[src/sv/scc_pkg.sv]
`timescale 1ns / 1ps
// Shared widths, operand select codes and control structs of the segment collision check.
package scc_pkg;

  localparam int CRD_W = 32;   // Q16.16 coordinate
  localparam int DIF_W = 33;   // coordinate difference
  localparam int MUL_W = 34;   // multiplier operand
  localparam int PRD_W = 68;   // multiplier product and cross products
  localparam int NUM_W = 67;   // magnitude of the crossing numerator
  localparam int CHK_W = 33;   // numerator chunk for the wide product
  localparam int WPR_W = 100;  // wide product numerator times direction
  localparam int QUO_W = 33;   // quotient of the wide division
  localparam int SQ_W  = 64;   // squared distance
  localparam int DST_W = 32;   // distance
  localparam int CAP_W = 31;   // distance cap and reported minimum

  localparam logic [CAP_W-1:0] CAP_RESET = 31'd655360;

  typedef enum logic [3:0] {
    MS_BX_CY,
    MS_BY_CX,
    MS_BX_DY,
    MS_BY_DX,
    MS_CX_DY,
    MS_CY_DX,
    MS_MX_MX,
    MS_MY_MY,
    MS_CHUNK0,
    MS_CHUNK1,
    MS_CHUNK2
  } mul_sel_e;

  typedef struct packed {
    logic     load;
    logic     mul_en;
    mul_sel_e mul_sel;
    logic     prep;
    logic     div_start;
    logic     coord;
    logic     store;
    logic     publish;
  } cmd_t;

  typedef struct packed {
    logic div_done;
    logic sqrt_idle;
  } status_t;

endpackage

[src/sv/scc_ctrl.sv]
`timescale 1ns / 1ps
// Controller: sequences the multiplier, divider and square root and owns the handshakes.
module scc_ctrl (
  input  logic              clk_i,
  input  logic              rst_ni,
  input  logic              in_valid_i,
  output logic              in_ready_o,
  output logic              out_valid_o,
  input  logic              out_ready_i,
  input  scc_pkg::status_t  status_i,
  output scc_pkg::cmd_t     cmd_o
);

  localparam logic [2:0] S_IDLE   = 3'd0;
  localparam logic [2:0] S_MUL    = 3'd1;
  localparam logic [2:0] S_PREP   = 3'd2;
  localparam logic [2:0] S_WMUL   = 3'd3;
  localparam logic [2:0] S_DSTART = 3'd4;
  localparam logic [2:0] S_DIV    = 3'd5;
  localparam logic [2:0] S_DONE   = 3'd6;

  logic [2:0] state_q, state_d;
  logic [3:0] cnt_q, cnt_d;
  logic       coord_q, coord_d;
  logic       out_valid_q, out_valid_d;

  always_comb begin
    state_d     = state_q;
    cnt_d       = cnt_q;
    coord_d     = coord_q;
    cmd_o       = '0;
    cmd_o.coord = coord_q;
    in_ready_o  = 1'b0;
    unique case (state_q)
      S_IDLE: begin
        in_ready_o = 1'b1;
        if (in_valid_i) begin
          cmd_o.load = 1'b1;
          cnt_d      = '0;
          state_d    = S_MUL;
        end
      end
      S_MUL: begin
        if (cnt_q < 4'd8) begin
          cmd_o.mul_en  = 1'b1;
          cmd_o.mul_sel = scc_pkg::mul_sel_e'(cnt_q);
          cnt_d         = cnt_q + 4'd1;
        end else begin
          state_d = S_PREP;
        end
      end
      S_PREP: begin
        cmd_o.prep = 1'b1;
        cnt_d      = '0;
        coord_d    = 1'b0;
        state_d    = S_WMUL;
      end
      S_WMUL: begin
        case (cnt_q[1:0])
          2'd0: begin cmd_o.mul_en = 1'b1; cmd_o.mul_sel = scc_pkg::MS_CHUNK0; end
          2'd1: begin cmd_o.mul_en = 1'b1; cmd_o.mul_sel = scc_pkg::MS_CHUNK1; end
          2'd2: begin cmd_o.mul_en = 1'b1; cmd_o.mul_sel = scc_pkg::MS_CHUNK2; end
          default: cmd_o.mul_en = 1'b0;
        endcase
        cnt_d = cnt_q + 4'd1;
        if (cnt_q == 4'd3) begin
          state_d = S_DSTART;
        end
      end
      S_DSTART: begin
        cmd_o.div_start = 1'b1;
        state_d         = S_DIV;
      end
      S_DIV: begin
        if (status_i.div_done) begin
          cmd_o.store = 1'b1;
          cnt_d       = '0;
          if (coord_q) begin
            state_d = S_DONE;
          end else begin
            coord_d = 1'b1;
            state_d = S_WMUL;
          end
        end
      end
      S_DONE: begin
        if (status_i.sqrt_idle && (!out_valid_q || out_ready_i)) begin
          cmd_o.publish = 1'b1;
          state_d       = S_IDLE;
        end
      end
      default: begin
        state_d = S_IDLE;
      end
    endcase
  end

  always_comb begin
    out_valid_d = out_valid_q;
    if (cmd_o.publish) begin
      out_valid_d = 1'b1;
    end else if (out_ready_i) begin
      out_valid_d = 1'b0;
    end
  end

  always_ff @(posedge clk_i or negedge rst_ni) begin
    if (!rst_ni) begin
      state_q     <= S_IDLE;
      cnt_q       <= '0;
      coord_q     <= 1'b0;
      out_valid_q <= 1'b0;
    end else begin
      state_q     <= state_d;
      cnt_q       <= cnt_d;
      coord_q     <= coord_d;
      out_valid_q <= out_valid_d;
    end
  end

  assign out_valid_o = out_valid_q;

  a_publish_free_slot: assert property (@(posedge clk_i) disable iff (!rst_ni)
    cmd_o.publish |-> (!out_valid_q || out_ready_i))
    else $error("A result word overwrote one not yet taken.");

  a_store_after_div: assert property (@(posedge clk_i) disable iff (!rst_ni)
    cmd_o.store |-> (state_q == S_DIV) && status_i.div_done)
    else $error("A crossing coordinate was stored without a finished division.");

endmodule

[config.mk]
export PLATFORM = sky130hd
export DESIGN_NAME = scc_ctrl
export DESIGN_NICKNAME = d
export VERILOG_FILES = /design/src/sv/scc_pkg.sv /design/src/sv/scc_ctrl.sv
export SDC_FILE = /design/constraint.sdc
export NUM_CORES = 1
export LEC_CHECK = 0
export ABC_AREA = 1
export BUFFER_PORTS_ARGS = -buffer_cell sky130_fd_sc_hd__buf_2
export CAP_MARGIN = 0
export CORE_AREA = 5 5 45 47
export CTS_BUF_LIST = sky130_fd_sc_hd__clkbuf_4
export DETAILED_ROUTE_END_ITERATION = 12
export DIE_AREA = 0 0 50 52
export PLACE_DENSITY = 0.84
export SYNTH_ARGS = -nofsm -noshare
export SYNTH_HDL_FRONTEND = slang
export SYNTH_SLANG_ARGS = --single-unit
[constraint.sdc]
create_clock -name clk_i -period 1.3 [get_ports clk_i]
set_input_delay 0.26 -clock clk_i [delete_from_list [all_inputs] [get_ports clk_i]]
set_output_delay 0.26 -clock clk_i [all_outputs]
set_load 0.02 [all_outputs]
* Word-level counts from Yosys, hierarchy flattened
Cells that the tools add are included.
Storage, ports and cells: logic and storage cells 61, ROM bits 0, bits in writable memories 0, latch bits 0, memories 0, bits of input ports 6, register bits after elaboration 9, output and inout port bits 13
Cells by class: shift operators 0, multipliers 0, reductions and logical operators 12, bitwise logic cells 0, $lt $le $gt $ge 1, mux-type cells 28, divide/modulo/power cells 0, $add $sub $neg 1, equal/unequal tests 15
Operator list (count):
- $pmux W3 S7 | 1
- $pmux W4 S5 | 1
- $mux W3 | 6
- $mux W1 | 13
- $mux W4 | 3
- $ne A2 B2 Y1 const B | 6
- $pmux W4 S3 | 1
- $pmux W5 S2 | 1
- $eq A3 B3 Y1 const B | 3
- $eq A3 B2 Y1 const B | 2
- $mux W5 | 1
- $reduce_and A5 Y1 | 1
- $reduce_bool A5 Y1 | 1
- $add A4 B1 Y4 const B | 1
- $eq A4 B2 Y1 const B | 1
- $lt A4 B4 Y1 const B | 1
- $reduce_and A4 Y1 | 1
- $reduce_bool A2 Y1 | 2
- $eq A3 B1 Y1 const B | 1
- $logic_not A3 Y1 | 1
- $reduce_or A3 Y1 | 1
- $eq A2 B1 Y1 const B | 1
- $eq A2 B2 Y1 const B | 1
- $logic_not A2 Y1 | 1
- other kinds (5) | 5

* Logic depth before layout (Yosys ltp)
Gate-level depths: netlist of the first run.
depth in word-level cells 6, depth in mapped cells 9, depth with buffers taken out 9

* Worst setup path before layout of the first run
OpenSTA, ideal clock, no wires.
path kind flip-flop to output port, start register state_q[2], end output port cmd_o[5] (netlist name), stages on the path, launching flop included 6, buffers on the path 0, required time 1.040 ns, data arrival time 1.272 ns, slack -0.232 ns, path through dfrtp_1 inv_1 nand2_1 nor2_1 nand2_1 o21ai_0
RTL lines:
- start, declared | line scc_ctrl.sv:22 | logic [2:0] state_q, state_d;
- start signal, assigned | line scc_ctrl.sv:114 | state_q <= state_d;
- end, declared | line scc_ctrl.sv:11 | output scc_pkg::cmd_t cmd_o

==> flow_metrics.tcl, run 1 <==
set metrics [dict create \
    status "complete, but fails checks" \
    violations "DRC, setup timing" \
    cp.arrival_ns 1.39 \
    finClkSkew_ns 0.00752 \
    worstPathRequired_ns 1.04 \
    via_count 816 \
    multiInputGateArea_um2 519 \
    wl_mm 2.27 \
    fp.dieH_um 52 \
    rsz0062_at_grt "yes" \
    max-cap-violations 0 \
    grtUsageTotal_pct 16.8 \
    synth_seq_cells 9 \
    rr_endpoint "cnt_q[2]" \
    hold_start "out_ready_i" \
    whs_endpoint "out_valid_o" \
    worst_pin_slew_ns 0.235 \
    antenna_found_initial 0 \
    num_antenna_cells 0 \
    place_congestion 0.801 \
    seqCellArea_um2 229 \
    first_iter_violations 7 \
    min_period_ns 1.65 \
    nets 157 \
    synth_area_um2 729 \
    grt-ovfl-total 0 \
    worst_r2r_path_depth 11 \
    path_delay_family "flip-flops" \
    path_max_fanout 6 \
    fp.dieW_um 50 \
    area_delta_synth_final_pct 65.7 \
    whs_path_depth 4 \
    synth.distinct_cells 17 \
    cpMaxStageDelayCell "dfrtp_1" \
    h-tree-depth 1 \
    drc 2 \
    dp.final_hpwl_mm 1.29 \
    max_slew_margin_pct 84.3 \
    first_pass_iters 8 \
    nFillCells 106 \
    numCtsBuffers 3 \
    hold_ws_ns 0.271 \
    via_per_inst 5.01 \
    ant_nets 0 \
    ir_drop_mv 1.33 \
    hold_class "in2reg" \
    port_buffers 18 \
    grt_pass1_wl_mm 3.40 \
    drt-wirelength-per-cell_um 13.9 \
    design.core.area_um2 1610 \
    path_buf_inv 3 \
    setup_violations 18 \
    grt_start_max_net_pins 10 \
    finalPower_mw 2.86 \
    regToRegStartpoint "state_q[2]" \
    utilization_pct 74.9 \
    io_pins 19 \
    post-route-period-util_pct 127 \
    worst_slack_ns -0.347 \
    cts.sinks 9 \
    critPathKind "reg2out" \
    die_area_um2 2600 \
    slowest_delay_ns 0.43 \
    cp-end-kind "output pin" \
    cts.clk_slew.worst_paths_ns 0.08 \
    finalHoldViolations 0 \
    cpMostUsedCell "buf_6" \
    p_per_area_nw_per_um2 2370 \
    fmax_ghz 0.607 \
    clock_path_buffers 2 \
    r2r_slack_ns -0.19 \
    syn_inst 106 \
    clk_latency_ns 0.28 \
    crit_chain "buf_6 -> nor2_4 -> inv_2 -> o21ai_2 -> buf_6" \
    synth_nets 116 \
    rows 15 \
    cts_root_buf "clkbuf_4" \
    drive_gt1_share_pct 56.2 \
    yosys_warnings 0 \
    tritoncts "built" \
    grt_pass1_vias 792 \
    syn_area_per_cell_um2 6.88 \
    slew_viol_final 0 \
    start_util_pct 45.2 \
    cp-start-kind "flip-flop" \
    p_leak_nw 0.624 \
    ys_seq_area_share_pct 30.9 \
]
[worst register-to-register path: stages (launching register included)]
cell and delay (ns):
dfrtp_1 0.43, inv_2 0.07, nand2_4 0.08, nor2_4 0.04, buf_4 0.13, buf_6 0.10
buf_6 0.10, nand2_4 0.06, nand2_4 0.06, nor2_4 0.18, nand2_1 0.08, o21ai_1 0.08
[state kept, by name, summed over array words and instances (netlist names)]
name and flops:
cnt_q 4, coord_q 1, out_valid_o 1, state_q 3
[placed cells by master (no fill, tap or decap), types with 2 or more instances in the layout]
master and n:
nand2_1 19, buf_4 17, buf_6 15, inv_1 9, nor2_4 8, nand2_2 7
buf_2 7, nand2_4 6, nor2_1 6, o21ai_0 6, dfrtp_1 6, inv_2 5
nand3_1 5, nor2_2 4, o21ai_1 4, ha_1 4, clkbuf_4 4, dfrtp_2 3
nand3_2 2
[cells in the mapped netlist]
library cell	n	area, um2
a21oi_1	1	5.00
inv_1	15	56.3
nor2_4	4	45.0
nand4_1	1	6.26
inv_2	1	3.75
xor2_1	1	8.76
ha_1	4	50.1
dfrtp_1	9	225
xnor2_1	1	8.76
nand3_1	6	30.0
nand3_2	1	10.0
buf_6	2	22.5
o21ai_0	12	60.1
nand2_2	4	25.0
buf_4	2	15.0
nor2_1	14	52.6
nand2_1	28	105
[worst max-delay path by stage]
stage / start / to / slack [ns] / depth (start not counted)
floorplan: state_q[2] / cmd_o[5] / -0.09 / 5
global placement: state_q[2] / cmd_o[6] / -0.02 / 6
detailed placement: state_q[2] / cmd_o[5] / -0.08 / 6
CTS: state_q[0] / cmd_o[0] / -0.25 / 5
global route: state_q[2] / cmd_o[9] / -0.40 / 5
finish: state_q[2] / cmd_o[9] / -0.35 / 5
[routing by layer]
metal | part of all wire [%] | vias up | GRT usage (%)
met5 | 0 | - | 0
met4 | 2.3 | 0 | 8.73
met3 | 4.5 | 9 | 4.30
met2 | 59 | 23 | 31.6
met1 | 34 | 381 | 16.4
li1 | - | 403 | -
[cells by family (layout without fill, tap and decap cells)]
| family | count (synthesis) | after routing | share of synthesized area, % |
|---|---|---|---|
| buf+inv | 20 | 60 | 13.4 |
| xor+xnor | 2 | 2 | 2.40 |
| flops | 9 | 9 | 30.9 |
| compound gates | 13 | 13 | 8.92 |
| simple gates | 58 | 58 | 37.6 |
| fa+ha+maj | 4 | 4 | 6.86 |
[layout make-up]
type,instances,share of cell area (%)
inverter,16,5.59
timing repair buffer,40,28.3
sequential,9,18.9
multi-input combinational,77,43.0
clock buffer,4,2.48
tap,17,1.76
[per-stage QoR]
step                      cells  setup TNS, ns  setup slack (ns)  area, um2
final                       163          -3.84            -0.347       1210
after global routing        163          -4.98            -0.401       1210
after CTS                   154          -2.61            -0.254       1000
after detailed placement    142         -0.247           -0.0830        841
after global placement      142        -0.0385           -0.0181        841
after floorplan             106         -0.239           -0.0869        729
[timing repair]
item / 4_1_cts / 5_1_grt
gates resized for setup: 27 / 45
buffers inserted: 7 / 10
hold endpoints to repair: 9 / 0
pin swaps: 3 / 12
hold buffers: 1 / 0
endpoints found under the setup margin: 11 / 18
[power by group]
| part | internal, mW | total, mW | leakage [nW] | switching (mW) |
|---|---|---|---|---|
| Combinational | 0.953 | 2.07 | 0.490 | 1.12 |
| Sequential | 0.379 | 0.524 | 0.116 | 0.145 |
| Clock | 0.140 | 0.264 | 0.0184 | 0.124 |
(Power assumes the default switching activity.)
==> inputs of run 2 (changes only) <==
--- a/config.mk
+++ b/config.mk
@@ -13,6 +13,7 @@
 export DETAILED_ROUTE_END_ITERATION = 12
 export DIE_AREA = 0 0 50 52
 export PLACE_DENSITY = 0.84
+export SETUP_SLACK_MARGIN = 0.2
 export SYNTH_ARGS = -nofsm -noshare
 export SYNTH_HDL_FRONTEND = slang
 export SYNTH_SLANG_ARGS = --single-unit
==> flow_metrics.tcl, run 2 (same netlist as run 1, synthesis figures left out) <==
set metrics [dict create \
    status "complete, but fails checks" \
    violations "setup timing" \
    critPathKind "reg2out" \
    design.core.area_um2 1610 \
    antenna_found_initial 0 \
    top_register "cnt_q" \
    rsz0062_at_grt "yes" \
    h-tree-depth 1 \
    regToRegStartpoint "state_q[2]" \
    p_per_area_nw_per_um2 2330 \
    dp.cells 147 \
    fmax_ghz 0.631 \
    r2r_slack_ns -0.13 \
    cp-end-kind "output pin" \
    cts.clk_slew.worst_paths_ns 0.06 \
    hold_start "out_ready_i" \
    port_buffers 18 \
    crit_chain "inv_1 -> nand2_2 -> nor2_4 -> nand2_4 -> o21ai_4 -> buf_6" \
    via_count 820 \
    first_iter_violations 11 \
    drc 0 \
    min_period_ns 1.59 \
    max_slew_margin_pct 83.8 \
    tns_ns -2.98 \
    worstPathRequired_ns 1.04 \
    rows 15 \
    clk_latency_ns 0.27 \
    whs_endpoint "out_valid_o" \
    p_leak_nw 0.593 \
    area_delta_synth_final_pct 66.9 \
    drive_gt1_share_pct 56.3 \
    dp.final_hpwl_mm 1.51 \
    clock_path_buffers 2 \
    cts.sinks 9 \
    finalPower_mw 2.84 \
    first_pass_iters 4 \
    place_congestion 0.864 \
    finalHoldViolations 0 \
    grt_start_max_net_pins 10 \
    max-cap-violations 0 \
    mostFrequentLayoutCell "nand2_1" \
    post-route-period-util_pct 122 \
    whs_path_depth 4 \
    via_per_inst 5.16 \
    drt-wirelength-per-cell_um 13.6 \
    fp.dieH_um 52 \
    path_delay_family "flip-flops" \
    cp.arrival_ns 1.33 \
    grtUsageTotal_pct 18.0 \
    die_area_um2 2600 \
    start_util_pct 45.2 \
    seqCellArea_um2 228 \
    nFillCells 117 \
    fp.dieW_um 50 \
    path_max_fanout 5 \
    largest_reg_flops 4 \
    ir_drop_mv 1.50 \
    tritoncts "built" \
    worst_pin_slew_ns 0.240 \
    rr_endpoint "state_q[2]" \
    wl_mm 2.16 \
    ant_nets 0 \
    final_cell_mix "20 x nand2_1, 17 x buf_6, 12 x nor2_4, 11 x buf_4" \
    slew_viol_final 0 \
    setup_violations 18 \
    io_pins 19 \
    grt_pass1_vias 831 \
    top_regs "cnt_q: 4 flops, state_q: 3 flops" \
    numCtsBuffers 3 \
    grt_pass1_wl_mm 3.51 \
    cts_root_buf "clkbuf_4" \
    finalNonFillerCells 159 \
    worst_slack_ns -0.285 \
    num_antenna_cells 0 \
    worst_r2r_path_depth 10 \
    cp-start-kind "flip-flop" \
    multiInputGateArea_um2 557 \
    finClkSkew_ns 0.00619 \
    nets 153 \
    hold_class "in2reg" \
    path_buf_inv 2 \
    slowest_delay_ns 0.41 \
    cpMaxStageDelayCell "dfrtp_1" \
    grt-ovfl-total 0 \
]
-- run 2: layer usage --
layer  part of all wire (%)  GRT usage, %  routed length, um  vias up
met5                      0             0                  0        -
met4                    2.7          9.61                 59        0
met3                    7.0          7.16                152        8
met2                     57          33.7               1230       29
met1                     33          16.3                720      388
li1                       -             -                  -      395
-- run 2: how the worst max path moves through the flow --
stage | slack (ns) | from | end | cells past startpoint
5_1_grt | -0.37 | state_q[2] | cmd_o[5] | 6
2_1_floorplan | 0.04 | state_q[2] | cmd_o[5] | 5
4_1_cts | -0.30 | state_q[2] | cmd_o[6] | 6
3_5_place_dp | -0.05 | state_q[2] | cmd_o[5] | 6
6_report | -0.29 | state_q[2] | cmd_o[6] | 6
3_3_place_gp | -0.01 | state_q[2] | cmd_o[5] | 6
-- run 2: worst register-to-register path: cells and delay by family, from the launching register on --
family        cells  cell delay, ns
buf+inv           4            0.40
flops             1            0.41
simple gates      6            0.49
-- run 2: report_power, final --
group          internal, mW  total, mW  switching, mW  leakage (nW)
clock network         0.140      0.243          0.104        0.0184
logic                 0.912       2.08           1.17         0.457
registers             0.377      0.509          0.132         0.117
total                  1.43       2.84           1.41         0.593
-- run 2: layout make-up --
class | count | share of cell area, %
multi-input combinational | 77 | 45.7
timing repair buffer | 36 | 26.2
sequential | 9 | 18.7
inverter | 16 | 5.14
clock buffer | 4 | 2.47
tap | 17 | 1.75
-- run 2: repair_timing --
item / CTS / global route
pin swaps: 4 / 5
endpoints found under the setup margin: 20 / 20
resized for setup: 36 / 17
hold endpoints to repair: 9 / 0
buffers inserted: 2 / 4
cloned: 1 / 0
hold buffers: 1 / 0
-- run 2: per-stage QoR --
step | setup WS, ns | cell area, um2 | hold slack [ns] | utilization (%)
2_1_floorplan | 0.0426 | 833 | -0.0356 | -
3_3_place_gp | -0.0144 | 982 | 0.125 | 60.9
3_5_place_dp | -0.0492 | 982 | 0.131 | 60.9
4_1_cts | -0.295 | 1140 | 0.284 | 70.5
5_1_grt | -0.372 | 1220 | 0.313 | 75.4
6_report | -0.285 | 1220 | 0.285 | 75.4
==> inputs of run 3 (changes only) <==
==> constraint.sdc (replaced) <==
create_clock -name clk_i -period 1.6 [get_ports clk_i]
set_input_delay 0.32 -clock clk_i [delete_from_list [all_inputs] [get_ports clk_i]]
set_output_delay 0.32 -clock clk_i [all_outputs]
set_load 0.02 [all_outputs]
==> flow_metrics.tcl, run 3 (same netlist as run 1, synthesis figures left out) <==
set metrics [dict create \
    status "complete, but fails checks" \
    violations "setup timing" \
    regToRegStartpoint "state_q[1]" \
    whs_path_depth 4 \
    largest_reg_flops 4 \
    p_sw_share_pct 50.7 \
    io_pins 19 \
    drive_gt1_share_pct 53.6 \
    nFillCells 124 \
    max_slew_margin_pct 84.6 \
    power_frac_clock_pct 9.8 \
    fp.dieH_um 52 \
    fp.dieW_um 50 \
    wl_mm 2.31 \
    pre_cts_slack_ns 0.164 \
    p_int_mw 1.07 \
    whs_endpoint "out_valid_o" \
    post-route-period-util_pct 105 \
    r2r_slack_ns 0.20 \
    ir_drop_mv 1.25 \
    first_iter_violations 21 \
    power.switching_mw 1.10 \
    area_delta_synth_final_pct 55.6 \
    hold_class "in2reg" \
    drt-wirelength-per-cell_um 14.9 \
    grtUsageTotal_pct 16.4 \
    mostFrequentLayoutCell "nand2_1" \
    utilization_pct 70.3 \
    grt_pass1_vias 781 \
    cts.sinks 9 \
    h-tree-depth 1 \
    worst_r2r_path_depth 10 \
    cp.arrival_ns 1.37 \
    finalHoldViolations 0 \
    hold_ws_ns 0.323 \
    max-cap-violations 0 \
    p_per_area_nw_per_um2 1910 \
    cts.clk_slew.worst_paths_ns 0.07 \
    p_leak_nw 0.569 \
    num_antenna_cells 0 \
    worstPathRequired_ns 1.28 \
    dp.final_hpwl_mm 1.34 \
    die_area_um2 2600 \
    grt_start_max_net_pins 10 \
    via_per_inst 5.30 \
    top_register "cnt_q" \
    via_count 822 \
    placedInstanceArea_um2 833 \
    cts_root_buf "clkbuf_4" \
    min_period_ns 1.69 \
    finClkSkew_ns 0.00303 \
    top_regs "cnt_q: 4 flops, state_q: 3 flops" \
    design_area_um2 1130 \
    final_cell_mix "18 x nand2_1, 13 x buf_6, 11 x inv_1, 11 x nand2_2, 11 x buf_4" \
    tns_ns -0.372 \
    drc 0 \
    grt_pass1_wl_mm 3.25 \
    start_util_pct 45.2 \
    rr_endpoint "state_q[0]" \
    clock_path_buffers 2 \
    seqPwrFrac_pct 19.8 \
    design.core.area_um2 1610 \
    power_frac_comb_pct 70.4 \
    port_buffers 18 \
    rsz0062_at_grt "yes" \
    nets 149 \
    finalNonFillerCells 155 \
    place_congestion 0.810 \
    slew_viol_final 0 \
    path_max_fanout 5 \
    antenna_found_initial 0 \
    grt-ovfl-total 0 \
    ant_nets 0 \
    clk_latency_ns 0.27 \
    hold_start "out_ready_i" \
    cp-end-kind "output pin" \
    worst_pin_slew_ns 0.231 \
    first_pass_iters 4 \
    dp.cells 141 \
    tritoncts "built" \
    numCtsBuffers 3 \
    finalPower_mw 2.17 \
    setup_violations 6 \
    rows 15 \
    fmax_ghz 0.593 \
    worst_slack_ns -0.0856 \
    critPathKind "reg2out" \
    cp-start-kind "flip-flop" \
]
[run 3: worst max-delay path by stage]
| stage | startpoint | end | cells after the start |
|---|---|---|---|
| finish | state_q[2] | cmd_o[6] | 6 |
| global route | state_q[1] | cmd_o[9] | 5 |
| CTS | state_q[2] | cmd_o[6] | 6 |
| detailed placement | state_q[0] | cmd_o[6] | 5 |
| global placement | state_q[2] | cmd_o[5] | 6 |
| floorplan | state_q[2] | cmd_o[5] | 5 |
[run 3: worst max-delay path: stages (launching register included)]
cell     delay (ns)
dfrtp_1        0.42
inv_1          0.08
nand2_2        0.07
nor2_4         0.13
nand2_4        0.10
o21ai_2        0.14
buf_6          0.13
[run 3: area by class of cell]
type                    count  area [um2]  area share [%]
well taps                  17        21.3            1.87
multi-input cells          77         515            45.4
clock buffers               4        30.0            2.65
flip-flops and latches      9         229            20.2
repair buffers             32         274            24.1
inverters                  16        65.1            5.73
[run 3: timing repair]
item                                    4_1_cts  5_1_grt
resized for setup                            22       45
pin swaps                                     5       11
buffers inserted                              7        2
endpoints found under the hold margin         9        0
endpoints found under the setup margin       11       12
hold buffers                                  1        0
[run 3: power groups by stage]
stage                     clock [mW]  sequential (mW)  combinational, mW
after CTS                      0.201            0.409               1.21
after global routing           0.226            0.449               1.64
after global placement             0            0.385              0.949
after floorplan                    0            0.369              0.762
final                          0.212            0.431               1.53
after detailed placement           0            0.392              0.983
[run 3: per-layer routing]
layer / GRT usage [%] / vias up / part of all wire [%]
met5: 0 / - / 0
met4: 13.1 / 0 / 5.4
met3: 4.30 / 17 / 6.0
met2: 27.8 / 47 / 54
met1: 16.8 / 369 / 35
li1: - / 389 / -
